--- src/hw/rtl/bcm_pkg.sv ---
// Shared types and constants of the backlash correction move block.
package bcm_pkg;

    localparam int unsigned AXES        = 4;
    localparam int unsigned POS_W       = 32;
    localparam int unsigned BACKLASH_W  = 20;
    localparam int unsigned FEED_W      = 26;
    localparam int unsigned CFG_INDEX_W = 4;
    localparam int unsigned CFG_DATA_W  = FEED_W;

    // Register indexes of the configuration port
    localparam logic [CFG_INDEX_W-1:0] CFG_BACKLASH_X   = 4'd0;
    localparam logic [CFG_INDEX_W-1:0] CFG_BACKLASH_Y   = 4'd1;
    localparam logic [CFG_INDEX_W-1:0] CFG_BACKLASH_Z   = 4'd2;
    localparam logic [CFG_INDEX_W-1:0] CFG_BACKLASH_E   = 4'd3;
    localparam logic [CFG_INDEX_W-1:0] CFG_FEED_LIMIT_X = 4'd4;
    localparam logic [CFG_INDEX_W-1:0] CFG_FEED_LIMIT_Y = 4'd5;
    localparam logic [CFG_INDEX_W-1:0] CFG_FEED_LIMIT_Z = 4'd6;
    localparam logic [CFG_INDEX_W-1:0] CFG_FEED_LIMIT_E = 4'd7;

    localparam logic [FEED_W-1:0] FEED_RESET = {FEED_W{1'b1}};

    // Planned move: current and destination positions, signed Q16.16 mm
    typedef struct packed {
        logic signed [POS_W-1:0] cur_x;
        logic signed [POS_W-1:0] cur_y;
        logic signed [POS_W-1:0] cur_z;
        logic signed [POS_W-1:0] cur_e;
        logic signed [POS_W-1:0] dst_x;
        logic signed [POS_W-1:0] dst_y;
        logic signed [POS_W-1:0] dst_z;
        logic signed [POS_W-1:0] dst_e;
    } move_t;

    // Correction move target and feed rate
    typedef struct packed {
        logic signed [POS_W-1:0] fix_x;
        logic signed [POS_W-1:0] fix_y;
        logic signed [POS_W-1:0] fix_z;
        logic signed [POS_W-1:0] fix_e;
        logic        [FEED_W-1:0] move_feed;
    } fix_t;

    // Configuration as seen by the datapath, axis 0 is X
    typedef struct packed {
        logic [AXES-1:0][BACKLASH_W-1:0] backlash;
        logic [AXES-1:0][FEED_W-1:0]     feed_limit;
    } bcm_cfg_t;

endpackage

--- src/hw/rtl/bcm_cfg_regs.sv ---
// Configuration register file: backlash distances and feed limits per axis.
module bcm_cfg_regs (
    input  logic                               clk,
    input  logic                               rst_n,
    input  logic                               cfg_valid,
    input  logic [bcm_pkg::CFG_INDEX_W-1:0]    cfg_index,
    input  logic [bcm_pkg::CFG_DATA_W-1:0]     cfg_data,
    output bcm_pkg::bcm_cfg_t                  cfg
);
    import bcm_pkg::*;

    logic [AXES-1:0][BACKLASH_W-1:0] backlash_reg;
    logic [AXES-1:0][FEED_W-1:0]     feed_limit_reg;

    // Write the addressed register; drop writes beyond the list
    always_ff @(posedge clk or negedge rst_n)
    begin
        if (!rst_n)
        begin
            backlash_reg   <= '0;
            feed_limit_reg <= {AXES{FEED_RESET}};
        end
        else if (cfg_valid)
        begin
            case (cfg_index)
                CFG_BACKLASH_X:   backlash_reg[0]   <= cfg_data[BACKLASH_W-1:0];
                CFG_BACKLASH_Y:   backlash_reg[1]   <= cfg_data[BACKLASH_W-1:0];
                CFG_BACKLASH_Z:   backlash_reg[2]   <= cfg_data[BACKLASH_W-1:0];
                CFG_BACKLASH_E:   backlash_reg[3]   <= cfg_data[BACKLASH_W-1:0];
                CFG_FEED_LIMIT_X: feed_limit_reg[0] <= cfg_data[FEED_W-1:0];
                CFG_FEED_LIMIT_Y: feed_limit_reg[1] <= cfg_data[FEED_W-1:0];
                CFG_FEED_LIMIT_Z: feed_limit_reg[2] <= cfg_data[FEED_W-1:0];
                CFG_FEED_LIMIT_E: feed_limit_reg[3] <= cfg_data[FEED_W-1:0];
                default:          ;
            endcase
        end
    end

    assign cfg.backlash   = backlash_reg;
    assign cfg.feed_limit = feed_limit_reg;

endmodule

--- src/hw/rtl/bcm_core.sv ---
// Combinational datapath: direction compare, saturated correction and feed rate.
module bcm_core (
    input  bcm_pkg::move_t                 move,
    input  bcm_pkg::bcm_cfg_t              cfg,
    input  logic [bcm_pkg::AXES-1:0]       last_dirs,
    output logic [bcm_pkg::AXES-1:0]       dirs,
    output logic                           hit,
    output bcm_pkg::fix_t                  fix
);
    import bcm_pkg::*;

    logic signed [AXES-1:0][POS_W-1:0] cur;
    logic signed [AXES-1:0][POS_W-1:0] dst;
    logic        [AXES-1:0][POS_W-1:0] pos;
    logic        [AXES-1:0]            enabled;
    logic        [AXES-1:0]            moving;
    logic        [AXES-1:0]            changed;
    logic        [FEED_W-1:0]          feed_max;
    logic        [FEED_W-1:0]          feed;

    assign cur = {move.cur_e, move.cur_z, move.cur_y, move.cur_x};
    assign dst = {move.dst_e, move.dst_z, move.dst_y, move.dst_x};

    // Direction bits, enables and the axes that flipped
    always_comb
    begin
        for (int a = 0; a < AXES; a++)
        begin
            dirs[a]    = $signed(dst[a]) < $signed(cur[a]);
            moving[a]  = dst[a] != cur[a];
            enabled[a] = cfg.backlash[a] != '0;
        end
    end

    assign changed = (dirs ^ last_dirs) & enabled;
    assign hit     = |changed;

    // Add or subtract the backlash on flipped axes, clamp to the position range
    always_comb
    begin
        logic signed [POS_W:0] sum;
        for (int a = 0; a < AXES; a++)
        begin
            if (dirs[a])
                sum = {cur[a][POS_W-1], cur[a]}
                      - $signed({{(POS_W+1-BACKLASH_W){1'b0}}, cfg.backlash[a]});
            else
                sum = {cur[a][POS_W-1], cur[a]}
                      + $signed({{(POS_W+1-BACKLASH_W){1'b0}}, cfg.backlash[a]});
            if (!changed[a])
                pos[a] = cur[a];
            else if (sum[POS_W] != sum[POS_W-1])
                pos[a] = sum[POS_W] ? {1'b1, {(POS_W-1){1'b0}}} : {1'b0, {(POS_W-1){1'b1}}};
            else
                pos[a] = sum[POS_W-1:0];
        end
    end

    // Largest limit first, then the slowest among the moving axes
    always_comb
    begin
        feed_max = '0;
        for (int a = 0; a < AXES; a++)
        begin
            if (cfg.feed_limit[a] > feed_max)
                feed_max = cfg.feed_limit[a];
        end
        feed = feed_max;
        for (int a = 0; a < AXES; a++)
        begin
            if (moving[a] && cfg.feed_limit[a] < feed)
                feed = cfg.feed_limit[a];
        end
    end

    assign fix.fix_x     = pos[0];
    assign fix.fix_y     = pos[1];
    assign fix.fix_z     = pos[2];
    assign fix.fix_e     = pos[3];
    assign fix.move_feed = feed;

endmodule

--- src/hw/rtl/backlash_correction_move.sv ---
// Top level of the backlash correction move generator.
//
//  channel  | handshake                | payload
//  ---------+--------------------------+-------------------------------
//  move     | move_valid / move_stall  | move_data  (current, destination)
//  fix      | fix_valid  / fix_stall   | fix_data   (correction target, feed)
//  cfg      | cfg_valid  / cfg_ready   | cfg_index, cfg_data
//
// An accepted item passes the input register, then the compare/add/minimum logic
// into the result register. One item per cycle is accepted while move_stall is
// low; a stalled result register is the only limit.
// A move causing no correction produces nothing but still updates the stored
// directions. Reset clears the directions to positive and loads the default
// registers. move_stall rises only while a held result is stalled and the input
// register is occupied.
module backlash_correction_move (
    input  logic                            clk,
    input  logic                            rst_n,
    input  logic                            move_valid,
    output logic                            move_stall,
    input  bcm_pkg::move_t                  move_data,
    output logic                            fix_valid,
    input  logic                            fix_stall,
    output bcm_pkg::fix_t                   fix_data,
    input  logic                            cfg_valid,
    output logic                            cfg_ready,
    input  logic [bcm_pkg::CFG_INDEX_W-1:0] cfg_index,
    input  logic [bcm_pkg::CFG_DATA_W-1:0]  cfg_data
);
    import bcm_pkg::*;

    bcm_cfg_t         cfg;
    logic             s1_valid_reg;
    move_t            s1_data_reg;
    logic [AXES-1:0]  last_dirs_reg;
    logic [AXES-1:0]  dirs;
    logic             hit;
    fix_t             fix;
    logic             fix_valid_reg;
    fix_t             fix_data_reg;
    logic             advance;
    logic             s1_load;

    assign cfg_ready = 1'b1;

    bcm_cfg_regs u_cfg (
        .clk       (clk),
        .rst_n     (rst_n),
        .cfg_valid (cfg_valid),
        .cfg_index (cfg_index),
        .cfg_data  (cfg_data),
        .cfg       (cfg)
    );

    bcm_core u_core (
        .move      (s1_data_reg),
        .cfg       (cfg),
        .last_dirs (last_dirs_reg),
        .dirs      (dirs),
        .hit       (hit),
        .fix       (fix)
    );

    // Pipeline moves while the result register is empty or being taken
    assign advance    = !fix_valid_reg || !fix_stall;
    // Load the input register when it drains or is empty
    assign s1_load    = advance || !s1_valid_reg;
    assign move_stall = !s1_load;

    // Input register
    always_ff @(posedge clk or negedge rst_n)
    begin
        if (!rst_n)
            s1_valid_reg <= 1'b0;
        else if (s1_load)
            s1_valid_reg <= move_valid;
    end

    always_ff @(posedge clk)
    begin
        if (s1_load && move_valid)
            s1_data_reg <= move_data;
    end

    // Stored directions follow every move that leaves the input register
    always_ff @(posedge clk or negedge rst_n)
    begin
        if (!rst_n)
            last_dirs_reg <= '0;
        else if (advance && s1_valid_reg)
            last_dirs_reg <= dirs;
    end

    // Result register
    always_ff @(posedge clk or negedge rst_n)
    begin
        if (!rst_n)
            fix_valid_reg <= 1'b0;
        else if (advance)
            fix_valid_reg <= s1_valid_reg && hit;
    end

    always_ff @(posedge clk)
    begin
        if (advance && s1_valid_reg && hit)
            fix_data_reg <= fix;
    end

    assign fix_valid = fix_valid_reg;
    assign fix_data  = fix_data_reg;

endmodule

--- config.mk ---
export PLATFORM = sky130hd
export DESIGN_NAME = backlash_correction_move
export DESIGN_NICKNAME = d
export VERILOG_FILES = /design/src/hw/rtl/bcm_pkg.sv /design/src/hw/rtl/bcm_cfg_regs.sv /design/src/hw/rtl/bcm_core.sv /design/src/hw/rtl/backlash_correction_move.sv
export SDC_FILE = /design/constraint.sdc
export NUM_CORES = 2
export LEC_CHECK = 0
export BUFFER_PORTS_ARGS = -buffer_cell sky130_fd_sc_hd__buf_2
export CELL_PAD_IN_SITES_DETAIL_PLACEMENT = 0
export CELL_PAD_IN_SITES_GLOBAL_PLACEMENT = 2
export CORE_MARGIN = 8
export CORE_UTILIZATION = 42
export CTS_BUF_LIST = sky130_fd_sc_hd__clkbuf_16
export CTS_CLUSTER_SIZE = 14
export DETAILED_ROUTE_END_ITERATION = 16
export PLACE_DENSITY_LB_ADDON = 0.2
export SLEW_MARGIN = 15
export SYNTH_ARGS = -nofsm -noshare
export SYNTH_HDL_FRONTEND = slang
export SYNTH_HIERARCHICAL = 1
export SYNTH_SLANG_ARGS = --single-unit
--- constraint.sdc ---
create_clock -name clk -period 37.8 [get_ports clk]
set_input_delay 1.89 -clock clk [delete_from_list [all_inputs] [get_ports clk]]
set_output_delay 1.89 -clock clk [all_outputs]
set_load 0.05 [all_outputs]
==> Word level (Yosys, flattened, before mapping) <==
Cells that the tools add are included.
{ "totals": {"regBits": 600, "latchBits": 0, "mem_bits_rw": 0, "romBits": 0, "in_bits": 291, "output_inout_bits": 157, "word_cells": 113, "mem_count": 0} }
{ "classes": {"n_addsub": 8, "n_mul": 0, "div_mod_pow": 0, "n_lt_le_gt_ge": 12, "n_eq_ne": 15, "shifts": 0, "n_mux": 24, "n_bitwise": 2, "n_reduce_logical": 28} }
{ "op_table": {"columns": ["operator", "count"], "rows": [
  ["two-way mux 32 bit", 12],
  ["two-way mux 26 bit", 8],
  ["adder 32 x 21 -> 33 bit", 4],
  ["two-way mux 33 bit", 4],
  ["subtractor 32 x 21 -> 33 bit", 4],
  ["less-than comparator 32 bit", 4],
  ["inequality test 32 bit", 4],
  ["less-than comparator 26 bit", 4],
  ["nonzero test 20 bit", 4],
  ["greater-than comparator 26 bit", 3],
  ["greater-than comparator 26 x 1 -> 1 bit (second input constant)", 1],
  ["== test 4 x 3 -> 1 bit (second input constant)", 4],
  ["AND reduction 2 bit", 8],
  ["== test 4 x 2 -> 1 bit (second input constant)", 2],
  ["logical AND 1 bit", 8],
  ["AND 4 bit", 1],
  ["== test 4 x 1 -> 1 bit (second input constant)", 1],
  ["logical NOT 1 bit", 4],
  ["logical NOT 4 bit", 1],
  ["inequality test 1 bit", 4],
  ["OR reduction 4 bit", 1],
  ["bitwise XOR 4 bit", 1],
  ["logical OR 1 bit", 2]
]} }

==> Depth between registers and ports, before layout <==
{ "depth": {"depth_word": 20, "ltp_mapped": 100, "ltp_nobuf": 89} }

==> By module <==
Netlist, hierarchy kept.
{ "modules_own_cells": {"columns": ["mod", "n_inst", "cells_each", "area_each_um2", "seq_area_each_um2"], "rows": [
  ["bcm_core", 1, 3061, 20355.8, 0.0],
  ["backlash_correction_move", 1, 431, 12574.6, 12462.0],
  ["bcm_cfg_regs", 1, 397, 7133.1, 4734.5]
]} }

==> Worst setup path before layout <==
Ideal clock, no wire load.
{ "synth_timing": {"path_type": "register -> register", "startpoint": "register u_cfg.feed_limit_reg (netlist bit u_cfg/cfg[3])", "endpoint": "register fix_data_reg (netlist bit fix_data[15]), data pin", "setup_time_ns": 0.265, "t_arrival_ns": 16.412, "required_ns": 37.535, "slack_ns": 21.122, "path_stages_with_launch": 86, "path_buffers": 12, "synth_period_minus_slack_ns": 16.678, "path_cell_list": "dfstp_2 -> inv_1 -> ha_1 -> a21oi_1 -> o21ai_1 -> a2111oi_2 -> o211ai_2 -> nand2_1 -> buf_1 -> mux2i_1 -> ha_1 -> a2111o_1 -> a221oi_1 -> o211ai_1 -> nand2_1 -> clkbuf_1 -> clkbuf_1 -> o21ai_0 -> [50 not listed] -> nor3_1 -> o31ai_1 -> a41o_2 -> clkbuf_1 -> buf_2 -> nand2_1 -> o21ai_0 -> ha_1 -> a21o_1 -> a21o_1 -> a21oi_1 -> o21ai_0 -> a221oi_1 -> o311ai_0 -> o41ai_2 -> buf_4 -> buf_6 -> mux2i_1"} }
{ "synth_rtl": {"columns": ["element", "line_no", "rtl"], "rows": [
  ["from (decl)", "bcm_cfg_regs.sv:13", "logic [AXES-1:0][FEED_W-1:0] feed_limit_reg;"],
  ["from (signal assigned)", "bcm_cfg_regs.sv:21", "feed_limit_reg <= {AXES{FEED_RESET}};"],
  ["to (signal assigned)", "backlash_correction_move.sv:106", "fix_data_reg <= fix;"],
  ["to (decl)", "backlash_correction_move.sv:40", "fix_t fix_data_reg;"]
]} }

==> flow_summary.json <==
{
  "ys_types": 98,
  "synth_area_leader_cell": "edfxtp_1",
  "critPathKind": "register to register",
  "via_per_inst": 5.36,
  "htree_levels": 3,
  "routed_wl_mm": 123,
  "finalSetupTns_ns": 0,
  "ys_seq_area_share_pct": 42.9,
  "hold_buffers": 0,
  "critPathMaxStageDelay_ns": 0.82,
  "synth-edff-count": 410,
  "fp.coreArea_sq_mm": 0.0947,
  "place_worst_setup_slack_ns": 17.81,
  "hp-class": "register to register",
  "p_total_mw": 4.58,
  "synth_cells": 3889,
  "start_util_pct": 42.3,
  "grt_start_max_net_pins": 76,
  "fmax_ghz": 0.0492,
  "syn_nets": 4608,
  "crit_path_end_kind": "register",
  "io_buffers": 446,
  "place_congestion": 0.927,
  "rows": 113,
  "cts_root_buffer": "clkbuf_16",
  "synth.top_cell.area_share_pct": 30.7,
  "crit_fanout": 50,
  "grt_pass1_vias": 30100,
  "ys_warn_count": 6,
  "drive_above_1_share_pct": 22.2,
  "synthTopCellsByArea": "edfxtp_1 (31%), ha_1 (13%), dfstp_2 (6.8%)",
  "synth_top_flop_cell": "edfxtp_1",
  "wl_per_cell_um": 21.7,
  "hpwl_mm": 94.2,
  "crit_top_cell": "a21oi_1",
  "clockBufferDepth": 3,
  "status": "finished clean",
  "grt_pass1_wl_mm": 185,
  "fin_crit_ns": 20.34,
  "netlist_area_sq_mm": 0.0401,
  "post-cts-setup-buffer-count": 0,
  "grt-ovfl-total": 0,
  "post-synth-top-count-cell": "ha_1",
  "cts_buffers": 73,
  "finalSetupViolCount": 0,
  "track_usage_pct": 22.5,
  "area_growth_pct": 15.3,
  "final_area_sq_mm": 0.0462,
  "cp_data_required_time_ns": 38.18,
  "largest_register_ffs": 256,
  "fin_crit_sh_pct": 53.8,
  "drtIter0Drc": 2012,
  "syn-mean-instance-area_sq_um": 10.3,
  "maxSlewViolCount": 0,
  "power.density_mw_per_mm2": 99.1,
  "design.die.area_sq_mm": 0.106,
  "die_x_um": 325,
  "grt_antenna_before_repair": 12,
  "ir_worst_vdd_mv": 0.0660,
  "ys_ff_latch": 600,
  "leakagePower_nw": 20.3,
  "synth_common_cells": "ha_1 (424), edfxtp_1 (410), inv_1 (340)",
  "relSlewSlack_pct": 21.4,
  "clock-skew-final_ns": 0.0250,
  "cp_slowest_cell": "a2111oi_2",
  "num_vias": 30300,
  "dr.pass1.iters": 6,
  "setup_slack_ns": 17.46,
  "dpl_cell_area_sq_mm": 0.0438,
  "cts_sinks": 600,
  "ant_nets": 0,
  "nNetsFinal": 5046,
  "die_h_um": 325,
  "nFillCells": 8919,
  "grt_setup_unrepaired": "false",
  "cts_resized": 0,
  "cap_viol_max_count": 0,
  "cts_tree": "built",
  "worstMarginPinSlew_ns": 1.17,
  "cp.arrival_ns": 20.72,
  "whs_ns": 0.528,
  "async_reset_ff_share_pct": 31.7,
  "clkLatencyLatePin_ns": 0.64,
  "drc": 0,
  "clkSlewWorstSetupHoldPaths_ns": 0.06,
  "final_hold_viol_count": 0,
  "pin_count": 448,
  "cp-start-kind": "register"
}
through the flow:
| stage | instances | utilization, % |
|---|---|---|
| after floorplan | 3889 | - |
| after global routing | 5652 | 48.8 |
| after global placement | 5515 | 46.2 |
| after detailed placement | 5517 | 46.2 |
| final | 5655 | 48.8 |
| after CTS | 5650 | 48.7 |
cells by family after synthesis:
kind of cell | synth area share, %
AOI/OAI and AO/OA | 14.0
adders and majority gates | 14.6
DFF | 42.9
muxes | 7.72
buffers and inverters | 4.62
xor gates and xnor gates | 4.35
and+or+nand+nor | 11.7
other | 0.00936
area by class of cell:
type / count / area [sq um] / share of cell area (%)
Multi-Input combinational cell: 2827 / 21200 / 45.9
Sequential cell: 600 / 17200 / 37.2
Timing Repair Buffer: 485 / 2540 / 5.49
Clock buffer: 78 / 1950 / 4.23
Tap cell: 1265 / 1580 / 3.43
Inverter: 340 / 1280 / 2.76
Clock inverter: 55 / 440 / 0.954
Antenna cell: 5 / 12.5 / 0.0271
where the power goes:
part / internal [mW] / switching [mW] / leakage [nW]
registers: 0.974 / 0.141 / 6.09
clock network: 0.415 / 0.292 / 1.26
logic: 0.980 / 1.77 / 12.9
total: 2.37 / 2.21 / 20.3
cell usage in the layout, fill, tap and decap left out, types with 43 or more instances in the layout:
master and instances:
nand2_1 286, maj3_1 43, o31ai_1 72, a21oi_1 294
edfxtp_1 410, nand3_1 45, mux2i_1 76, dfrtp_1 86
nor2_1 242, o21ai_0 250, inv_1 360, mux2_2 172
buf_2 445, a21o_1 67, clkbuf_16 78, nand2b_1 63
nor2b_1 53, ha_1 424, nor3_1 78, nand4_1 68
xnor2_1 157, dfstp_2 104
worst max-delay path: cells and delay by family, from the launching register on:
family / cells / cell delay (ns)
adder cells (fa/ha/maj): 7 / 2.20
multiplexers: 3 / 0.54
AND/OR/NAND/NOR: 18 / 3.93
AO/OA/AOI/OAI: 41 / 10.14
flip-flops: 1 / 0.55
buffers and inverters: 9 / 2.69
final timing paths:
| kind | from | end | slack, ns | depth (start not counted) |
|---|---|---|---|---|
| max | u_cfg/cfg[3] | fix_data[15] | 17.46 | 78 |
| min | last_dirs_reg[2] | last_dirs_reg[2] | 0.53 | 1 |
| max reg2reg | u_cfg/cfg[3] | fix_data[15] | 17.46 | 78 |
| min reg2reg | last_dirs_reg[2] | last_dirs_reg[2] | 0.53 | 1 |
| max in group asynchronous | rst_n | last_dirs_reg[2] | 35.15 | 2 |
| min in group asynchronous | rst_n | u_cfg/cfg[107] | 1.29 | 1 |
metal layers:
metal  share of wire (%)  vias to the layer above  GRT usage (%)  wire length (um)
met5               0.025                        -              0                31
met4                 3.4                        4           7.42              4190
met3                 5.6                      173           4.20              6830
li1                    -                    15000              -                 -
met2                  46                      765           36.4             56200
met1                  45                    14300           30.4             55500
Note: power is estimated with default switching activity, not from simulation.
